===== src/rtl/core/fpfa_pkg.sv =====
// ----------------------------------------------------------------------------
// Fixed partition fit allocator package
// Shared sizes, operation and register codes, and interface structs.
// ----------------------------------------------------------------------------
`default_nettype none

package fpfa_pkg;

  localparam int MAX_PARTITIONS = 32;
  localparam int SIZE_BITS      = 16;
  localparam int IDX_BITS       = $clog2(MAX_PARTITIONS);
  localparam int CNT_BITS       = 6;
  localparam int OP_BITS        = 2;
  localparam int POL_BITS       = 2;
  localparam int CFG_IDX_BITS   = 2;

  localparam logic [OP_BITS-1:0] OP_LOAD   = 2'd0;
  localparam logic [OP_BITS-1:0] OP_ALLOC  = 2'd1;
  localparam logic [OP_BITS-1:0] OP_NEWRUN = 2'd2;

  localparam logic [POL_BITS-1:0] POL_WORST = 2'd1;
  localparam logic [POL_BITS-1:0] POL_BEST  = 2'd2;

  localparam logic [CFG_IDX_BITS-1:0] CFG_POLICY = 2'd0;
  localparam logic [CFG_IDX_BITS-1:0] CFG_PARTS  = 2'd1;

  typedef struct packed {
    logic [OP_BITS-1:0]   opcode;
    logic [IDX_BITS-1:0]  entry_index;
    logic [SIZE_BITS-1:0] size_value;
  } fpfa_item_t;

  typedef struct packed {
    logic [POL_BITS-1:0] policy;
    logic [CNT_BITS-1:0] limit;
  } fpfa_cfg_t;

  typedef struct packed {
    logic                 allocated;
    logic [IDX_BITS-1:0]  chosen_partition;
    logic [SIZE_BITS-1:0] chosen_size;
    logic [SIZE_BITS-1:0] leftover;
  } fpfa_res_t;

endpackage

`default_nettype wire


===== src/rtl/core/fixed_partition_fit_allocator.sv =====
// ----------------------------------------------------------------------------
// Fixed partition fit allocator
// Input transactions (opcode, entry_index, size_value) load a partition size,
// allocate a request or start a new run; each yields one output transaction
// (allocated, chosen_partition, chosen_size, leftover). Both channels move a
// transaction when valid is high and stall is low. The configuration channel
// writes policy_mode (index 0) and partitions_in_use (index 1) on valid and
// ready; ready is always high and both registers are sampled when a
// transaction is accepted, so write them only while nothing is in flight.
// A load, new run or unused opcode goes from acceptance straight to the finish
// state. An allocate scans N = min(partitions_in_use, 32) partitions,
// one a cycle through one registered read port and one compare and subtract
// unit, then finishes. One transaction is in flight at a time; in_stall stays
// high until the result has moved into the output register, so the next
// transaction can be accepted in the same cycle as the result shows.
// Reset clears the used marks, the registers and the output valid; partition
// sizes are undefined until loaded. While out_stall holds a result, the next
// transaction may be accepted and worked on, but its result waits.
// ----------------------------------------------------------------------------
`default_nettype none

module fixed_partition_fit_allocator
  import fpfa_pkg::*;
(
  input  wire logic                    clk,
  input  wire logic                    rst,
  input  wire logic                    in_valid,
  output logic                         in_stall,
  input  wire logic [OP_BITS-1:0]      opcode,
  input  wire logic [IDX_BITS-1:0]     entry_index,
  input  wire logic [SIZE_BITS-1:0]    size_value,
  output logic                         out_valid,
  input  wire logic                    out_stall,
  output logic                         allocated,
  output logic      [IDX_BITS-1:0]     chosen_partition,
  output logic      [SIZE_BITS-1:0]    chosen_size,
  output logic      [SIZE_BITS-1:0]    leftover,
  input  wire logic                    cfg_valid,
  output logic                         cfg_ready,
  input  wire logic [CFG_IDX_BITS-1:0] cfg_index,
  input  wire logic [CNT_BITS-1:0]     cfg_data
);

  logic [POL_BITS-1:0]  policy_mode;
  logic [CNT_BITS-1:0]  partitions_in_use;
  fpfa_cfg_t            cfg;
  fpfa_item_t           item;
  fpfa_res_t            res;
  fpfa_res_t            out_q;
  logic                 idle;
  logic                 ram_wr_en;
  logic [IDX_BITS-1:0]  ram_rd_addr;
  logic [SIZE_BITS-1:0] ram_rd_data;
  logic                 res_valid;
  logic                 res_take;

  assign cfg_ready = 1'b1;

  always_ff @(posedge clk) begin
    if (rst) begin
      policy_mode       <= '0;
      partitions_in_use <= '0;
    end else if (cfg_valid && cfg_ready) begin
      case (cfg_index)
        CFG_POLICY: policy_mode       <= cfg_data[POL_BITS-1:0];
        CFG_PARTS:  partitions_in_use <= cfg_data;
        default: begin
        end
      endcase
    end
  end

  always_comb begin
    cfg.policy = policy_mode;
    if (partitions_in_use > CNT_BITS'(MAX_PARTITIONS)) begin
      cfg.limit = CNT_BITS'(MAX_PARTITIONS);
    end else begin
      cfg.limit = partitions_in_use;
    end
  end

  assign item.opcode      = opcode;
  assign item.entry_index = entry_index;
  assign item.size_value  = size_value;
  assign in_stall         = !idle;

  fpfa_size_ram u_ram (
    .clk     (clk),
    .wr_en   (ram_wr_en),
    .wr_addr (entry_index),
    .wr_data (size_value),
    .rd_addr (ram_rd_addr),
    .rd_data (ram_rd_data)
  );

  fpfa_ctrl u_ctrl (
    .clk         (clk),
    .rst         (rst),
    .item_valid  (in_valid),
    .item        (item),
    .cfg         (cfg),
    .idle        (idle),
    .ram_wr_en   (ram_wr_en),
    .ram_rd_addr (ram_rd_addr),
    .ram_rd_data (ram_rd_data),
    .res_valid   (res_valid),
    .res_take    (res_take),
    .res         (res)
  );

  assign res_take = res_valid && (!out_valid || !out_stall);

  always_ff @(posedge clk) begin
    if (rst) begin
      out_valid <= 1'b0;
    end else if (res_take) begin
      out_valid <= 1'b1;
    end else if (!out_stall) begin
      out_valid <= 1'b0;
    end
  end

  always_ff @(posedge clk) begin
    if (res_take) begin
      out_q <= res;
    end
  end

  assign allocated        = out_q.allocated;
  assign chosen_partition = out_q.chosen_partition;
  assign chosen_size      = out_q.chosen_size;
  assign leftover         = out_q.leftover;

endmodule

`default_nettype wire


===== src/rtl/core/fpfa_size_ram.sv =====
// ----------------------------------------------------------------------------
// Partition size memory
// One write port and one registered read port over the partition size table.
// ----------------------------------------------------------------------------
`default_nettype none

module fpfa_size_ram
  import fpfa_pkg::*;
(
  input  wire logic                 clk,
  input  wire logic                 wr_en,
  input  wire logic [IDX_BITS-1:0]  wr_addr,
  input  wire logic [SIZE_BITS-1:0] wr_data,
  input  wire logic [IDX_BITS-1:0]  rd_addr,
  output logic      [SIZE_BITS-1:0] rd_data
);

  logic [SIZE_BITS-1:0] mem [MAX_PARTITIONS];

  always_ff @(posedge clk) begin
    if (wr_en) begin
      mem[wr_addr] <= wr_data;
    end
  end

  always_ff @(posedge clk) begin
    rd_data <= mem[rd_addr];
  end

endmodule

`default_nettype wire


===== src/rtl/core/fpfa_ctrl.sv =====
// ----------------------------------------------------------------------------
// Allocation sequencer
// Walks the partitions one a cycle through a single compare and subtract unit,
// keeps the used marks and commits the chosen partition.
// ----------------------------------------------------------------------------
`default_nettype none

module fpfa_ctrl
  import fpfa_pkg::*;
(
  input  wire logic                 clk,
  input  wire logic                 rst,
  input  wire logic                 item_valid,
  input  wire fpfa_item_t           item,
  input  wire fpfa_cfg_t            cfg,
  output logic                      idle,
  output logic                      ram_wr_en,
  output logic      [IDX_BITS-1:0]  ram_rd_addr,
  input  wire logic [SIZE_BITS-1:0] ram_rd_data,
  output logic                      res_valid,
  input  wire logic                 res_take,
  output fpfa_res_t                 res
);

  localparam logic [1:0] ST_IDLE   = 2'd0;
  localparam logic [1:0] ST_SCAN   = 2'd1;
  localparam logic [1:0] ST_FINISH = 2'd2;

  logic [1:0]              state;
  logic [CNT_BITS-1:0]     cnt;
  logic [CNT_BITS-1:0]     limit_q;
  logic [POL_BITS-1:0]     policy_q;
  logic [SIZE_BITS-1:0]    req;
  logic                    cmp_valid;
  logic [IDX_BITS-1:0]     cmp_idx;
  logic                    found;
  logic [IDX_BITS-1:0]     pick;
  logic [SIZE_BITS-1:0]    pick_size;
  logic [SIZE_BITS-1:0]    pick_left;
  logic [MAX_PARTITIONS-1:0] used;

  logic                    issue;
  logic                    fits;
  logic [SIZE_BITS-1:0]    left;
  logic                    take;
  logic                    accept;

  assign idle        = (state == ST_IDLE);
  assign accept      = idle && item_valid;
  assign ram_wr_en   = accept && (item.opcode == OP_LOAD);
  assign issue       = (state == ST_SCAN) && (cnt < limit_q);
  assign ram_rd_addr = cnt[IDX_BITS-1:0];

  always_comb begin
    fits = !used[cmp_idx] && (ram_rd_data >= req);
    left = ram_rd_data - req;
    if (!found) begin
      take = 1'b1;
    end else if (policy_q == POL_WORST) begin
      take = left > pick_left;
    end else if (policy_q == POL_BEST) begin
      take = left < pick_left;
    end else begin
      take = 1'b0;
    end
    take = take && fits && cmp_valid;
  end

  always_ff @(posedge clk) begin
    if (rst) begin
      state     <= ST_IDLE;
      cmp_valid <= 1'b0;
      found     <= 1'b0;
      used      <= '0;
    end else begin
      cmp_valid <= issue;
      case (state)
        ST_IDLE: begin
          if (accept) begin
            found <= 1'b0;
            if (item.opcode == OP_ALLOC) begin
              state <= ST_SCAN;
            end else begin
              state <= ST_FINISH;
              if (item.opcode == OP_NEWRUN) begin
                used <= '0;
              end
            end
          end
        end
        ST_SCAN: begin
          if (take) begin
            found <= 1'b1;
          end
          if (!issue && !cmp_valid) begin
            state <= ST_FINISH;
          end
        end
        ST_FINISH: begin
          if (res_take) begin
            state <= ST_IDLE;
            if (found) begin
              used[pick] <= 1'b1;
            end
          end
        end
        default: begin
          state <= ST_IDLE;
        end
      endcase
    end
  end

  always_ff @(posedge clk) begin
    cmp_idx <= cnt[IDX_BITS-1:0];
    if (accept) begin
      cnt      <= '0;
      req      <= item.size_value;
      policy_q <= cfg.policy;
      limit_q  <= cfg.limit;
    end else if (issue) begin
      cnt <= cnt + 1'b1;
    end
    if (take) begin
      pick      <= cmp_idx;
      pick_size <= ram_rd_data;
      pick_left <= left;
    end
  end

  assign res_valid = (state == ST_FINISH);

  always_comb begin
    res = '0;
    if (found) begin
      res.allocated        = 1'b1;
      res.chosen_partition = pick;
      res.chosen_size      = pick_size;
      res.leftover         = pick_left;
    end
  end

  a_cnt_bound: assert property (@(posedge clk) disable iff (rst)
    (state == ST_SCAN) |-> (cnt <= limit_q))
    else $error("scan counter past limit");

  a_cmp_in_scan: assert property (@(posedge clk) disable iff (rst)
    cmp_valid |-> (state == ST_SCAN))
    else $error("compare outside scan");

  a_pick_free: assert property (@(posedge clk) disable iff (rst)
    (state == ST_FINISH && found) |-> !used[pick])
    else $error("chosen partition already used");

  a_commit: assert property (@(posedge clk) disable iff (rst)
    (state == ST_FINISH && found && res_take) |=> used[$past(pick)])
    else $error("chosen partition not marked used");

endmodule

`default_nettype wire

===== config.mk =====
export PLATFORM = sky130hd
export DESIGN_NAME = fixed_partition_fit_allocator
export DESIGN_NICKNAME = d
export VERILOG_FILES = /design/src/rtl/core/fpfa_pkg.sv /design/src/rtl/core/fixed_partition_fit_allocator.sv /design/src/rtl/core/fpfa_size_ram.sv /design/src/rtl/core/fpfa_ctrl.sv
export SDC_FILE = /design/constraint.sdc
export NUM_CORES = 1
export LEC_CHECK = 0
export BUFFER_PORTS_ARGS = -buffer_cell sky130_fd_sc_hd__clkbuf_2
export CAP_MARGIN = 20
export CORE_AREA = 4 4 363 258
export DETAILED_ROUTE_END_ITERATION = 8
export DIE_AREA = 0 0 367 262
export GPL_TIMING_DRIVEN = 0
export PLACE_DENSITY = 0.4
export SYNTH_ARGS = -nofsm -noshare
export SYNTH_HDL_FRONTEND = slang
export SYNTH_SLANG_ARGS = --single-unit

===== constraint.sdc =====
create_clock -name clk -period 18.6 [get_ports clk]
set_clock_uncertainty 0.1 [all_clocks]
set_input_delay 0.93 -clock clk [delete_from_list [all_inputs] [get_ports clk]]
set_output_delay 0.93 -clock clk [all_outputs]
set_load 0.02 [all_outputs]

==> results.sh <==
export IMPL_grt_overflow=0
export IMPL_first_global_vias=13900
export IMPL_max_vdd_ir_drop_mv=0.0595
export IMPL_synth_top_family_by_area="multiplexers"
export IMPL_antenna_found_initial=10
export IMPL_cts_made_buffers=73
export IMPL_fin_tns_setup_ps=0
export IMPL_post_cts_buffers=0
export IMPL_final_util_pct=35.4
export IMPL_yosysTopAreaCell="edfxtp_1"
export IMPL_start_util_pct=29.8
export IMPL_cts_root_buffer="clkbuf_16"
export IMPL_cp_start_kind="flip-flop"
export IMPL_grt_max_degree=34
export IMPL_cpPeakStageDelay_ps=790
export IMPL_cts_sinks=683
export IMPL_initialDrtViolationCount=1139
export IMPL_hold_path_class="reg -> reg"
export IMPL_syn_nets=1461
export IMPL_syn_area_mm2=0.0268
export IMPL_netlist_instances=1386
export IMPL_synth_edf_count=611
export IMPL_ys_warn_count=0
export IMPL_yosys_area_share_adder_pct=1.85
export IMPL_drt_wl_total_um=72700
export IMPL_layout_nets=1651
export IMPL_synth_area_mux_share_pct=15.2
export IMPL_status="completed"
export IMPL_synthSimpleGateAreaFrac_pct=4.23
export IMPL_ys_ff_latch=683
export IMPL_core_area_mm2=0.0898
export IMPL_drv_cap=0
export IMPL_drv_slew=0
export IMPL_max_freq_mhz=162
export IMPL_clk_latency_ps=620
export IMPL_crit_path_cell_trace="ha_1 > inv_1 > fa_1 > a21o_1 > a21o_1 > a21oi_1 > o21ai_0 > a21oi_1 > o21ai_0 > xnor2_1 > ha_1 > nand4_1 > or4_1 > a21oi_1 > a21oi_1 > a31o_1 > o311a_1 > nor4b_2 > buf_4 > buf_4 > buf_4 > buf_4"
export IMPL_cts_tree="built"
export IMPL_setup_viol=0
export IMPL_fin_crit_sh_pct=33.3
export IMPL_num_rows=92
export IMPL_ys_flop_type="edfxtp_1"
export IMPL_routedWlPerCell_um=25.8
export IMPL_end_kind="flip-flop"
export IMPL_routed_via_count=13500
export IMPL_dieArea_mm2=0.0962
export IMPL_drt_first_pass_iters=5
export IMPL_route_detailed_drc=0
export IMPL_drive_above_1_share_pct=27.2
export IMPL_io_buffers=75
export IMPL_die_y_um=262
export IMPL_syn_avg_cell_area_um2=19.3
export IMPL_synth_xor_area_share_pct=0.523
export IMPL_ys_types=56
export IMPL_io_pins=77
export IMPL_path_clk_slew_ps=60
export IMPL_h_tree_depth=3
export IMPL_cp_max_fo=9
export IMPL_cpMaxStageDelayCell="nor4b_2"
export IMPL_seq_area_frac_synth_pct=73.9
export IMPL_synth_top_area_share_pct=68.5
export IMPL_place_gp_congestion=0.769
export IMPL_tightest_slew_ps=1110
export IMPL_p_per_area_mw_per_mm2=109
export IMPL_grt_pass1_wl_um=104000
export IMPL_async_flop_share_pct=0
export IMPL_slew_limit_headroom_pct=25.9
export IMPL_crit_required_ps=18820
export IMPL_hold_viol_final=0
export IMPL_synth_compound_area_share_pct=2.51
export IMPL_leakagePower_nw=10.3
export IMPL_area_growth_pct=18.7
export IMPL_place_hpwl_um=50900
export IMPL_hold_buffers=0
export IMPL_rsz0062_at_grt="false"
export IMPL_drtAntennaViolNets=0
export IMPL_crit_type="reg -> reg"
export IMPL_die_w_um=367
export IMPL_cts_resized=0
export IMPL_worstPathArrival_ps=6400
export IMPL_clockBufferDepth=3
export IMPL_grt_usage_pct=15.2
export IMPL_post_route_min_period_ps=6180
export IMPL_synth_top_cells_by_area="edfxtp_1 (68%), mux4_2 (13%), dfxtp_1 (5.4%)"
export IMPL_vias_per_cell=4.81
## final timing paths
| kind | end | slack (ps) | cells after the start | startpoint |
|---|---|---|---|---|
| hold / removal | u_ctrl.cmp_idx[0] | 280 | 0 | u_ctrl.cnt[0] |
| setup reg to reg | u_ctrl.pick_size[0] | 12420 | 22 | u_ctrl.req[0] |
| setup / recovery | u_ctrl.pick_size[0] | 12420 | 22 | u_ctrl.req[0] |
| hold reg to reg | u_ctrl.cmp_idx[0] | 280 | 0 | u_ctrl.cnt[0] |
## per-stage QoR
| stage | instance area (µm²) | cells | hold WS, ps | setup slack, ps | total power, mW |
|---|---|---|---|---|---|
| after floorplan | 26800 | 1386 | 252 | 10630 | 1.93 |
| after global placement | 28600 | 2636 | 287 | 7690 | 2.05 |
| after detailed placement | 29400 | 2676 | 271 | 12330 | 2.06 |
| after CTS | 31800 | 2810 | 283 | 12310 | 3.50 |
| after global routing | 31800 | 2810 | 295 | 11900 | 3.60 |
| final | 31800 | 2815 | 276 | 12420 | 3.45 |
## cell families after synthesis
| group | Yosys count |
|---|---|
| flops | 683 |
| simple gates | 226 |
| mux | 204 |
| compound gates | 110 |
| buf+inv | 107 |
| fa+ha+maj | 39 |
| xor+xnor | 16 |
| other cells | 1 |
## synth_stat cells, types with 11 or more instances
library cell,instances
ha_1,38
buf_1,11
dfxtp_1,72
a21oi_1,57
nor2_1,92
mux2i_1,28
edfxtp_1,611
inv_1,46
nand3_1,12
and2_1,40
nand2_1,27
mux4_2,160
nor2b_1,13
mux2_2,16
a21o_1,13
clkbuf_1,31
## cell type report
cell class	instances	area (µm²)
diodes	5	12.5
plain buffers	61	318
clock buffers	97	2020
clock inverters	37	314
fillers	8469	58000
inverters	46	173
multi-input cells	596	6620
flip-flops and latches	683	19800
well taps	1175	1470
repair buffers	115	1080
## state kept, by name, summed over array words and instances, names as in the netlist, 5 cells and up
signal	flops
u_ctrl.cnt	6
u_ctrl.pick	5
chosen_size	16
partitions_in_use	6
u_ctrl.req	16
u_ram.mem	512
leftover	16
u_ctrl.pick_left	16
u_ctrl.pick_size	16
chosen_partition	5
u_ctrl.used	32
u_ctrl.limit_q	6
u_ctrl.cmp_idx	5
u_ram.rd_data	16
## critical path: cells and delay by family (launching register included)
family                   cells  cell delay (ps)
AND/OR/NAND/NOR              3             1530
adder cells (fa/ha/maj)      3              860
flip-flops                   1              350
XOR/XNOR                     1              180
AO/OA/AOI/OAI               10             1890
buffers and inverters        5              960
## cell usage in the layout (no fill, tap or decap), types with 18 or more instances in the layout
cell type  Yosys  layout
clkbuf_2       0      75
mux4_2       160     160
and2_1        40      40
dfxtp_1       72      72
nor2_2         0      30
mux2i_1       28      28
clkbuf_1      31      48
inv_1         46      46
buf_8          0      20
ha_1          38      38
clkbuf_16      0      76
clkinv_1       0      18
edfxtp_1     611     611
nor2_1        92      60
a21oi_1       57      56
nand2_1       27      27
## where the power goes
group | switching [mW] | leakage [nW] | internal (mW)
clock network | 0.600 | 1.13 | 0.834
registers | 0.0102 | 6.13 | 1.70
logic | 0.184 | 3.05 | 0.125
## layer usage
metal	share of wire, %	GRT usage, %	vias to the layer above
met4	2.1	3.72	0
li1	-	-	5935
met1	51	23.5	7146
met3	6.7	4.20	99
met5	0	0	-
met2	41	21.1	369
(Power assumes the default switching activity.)
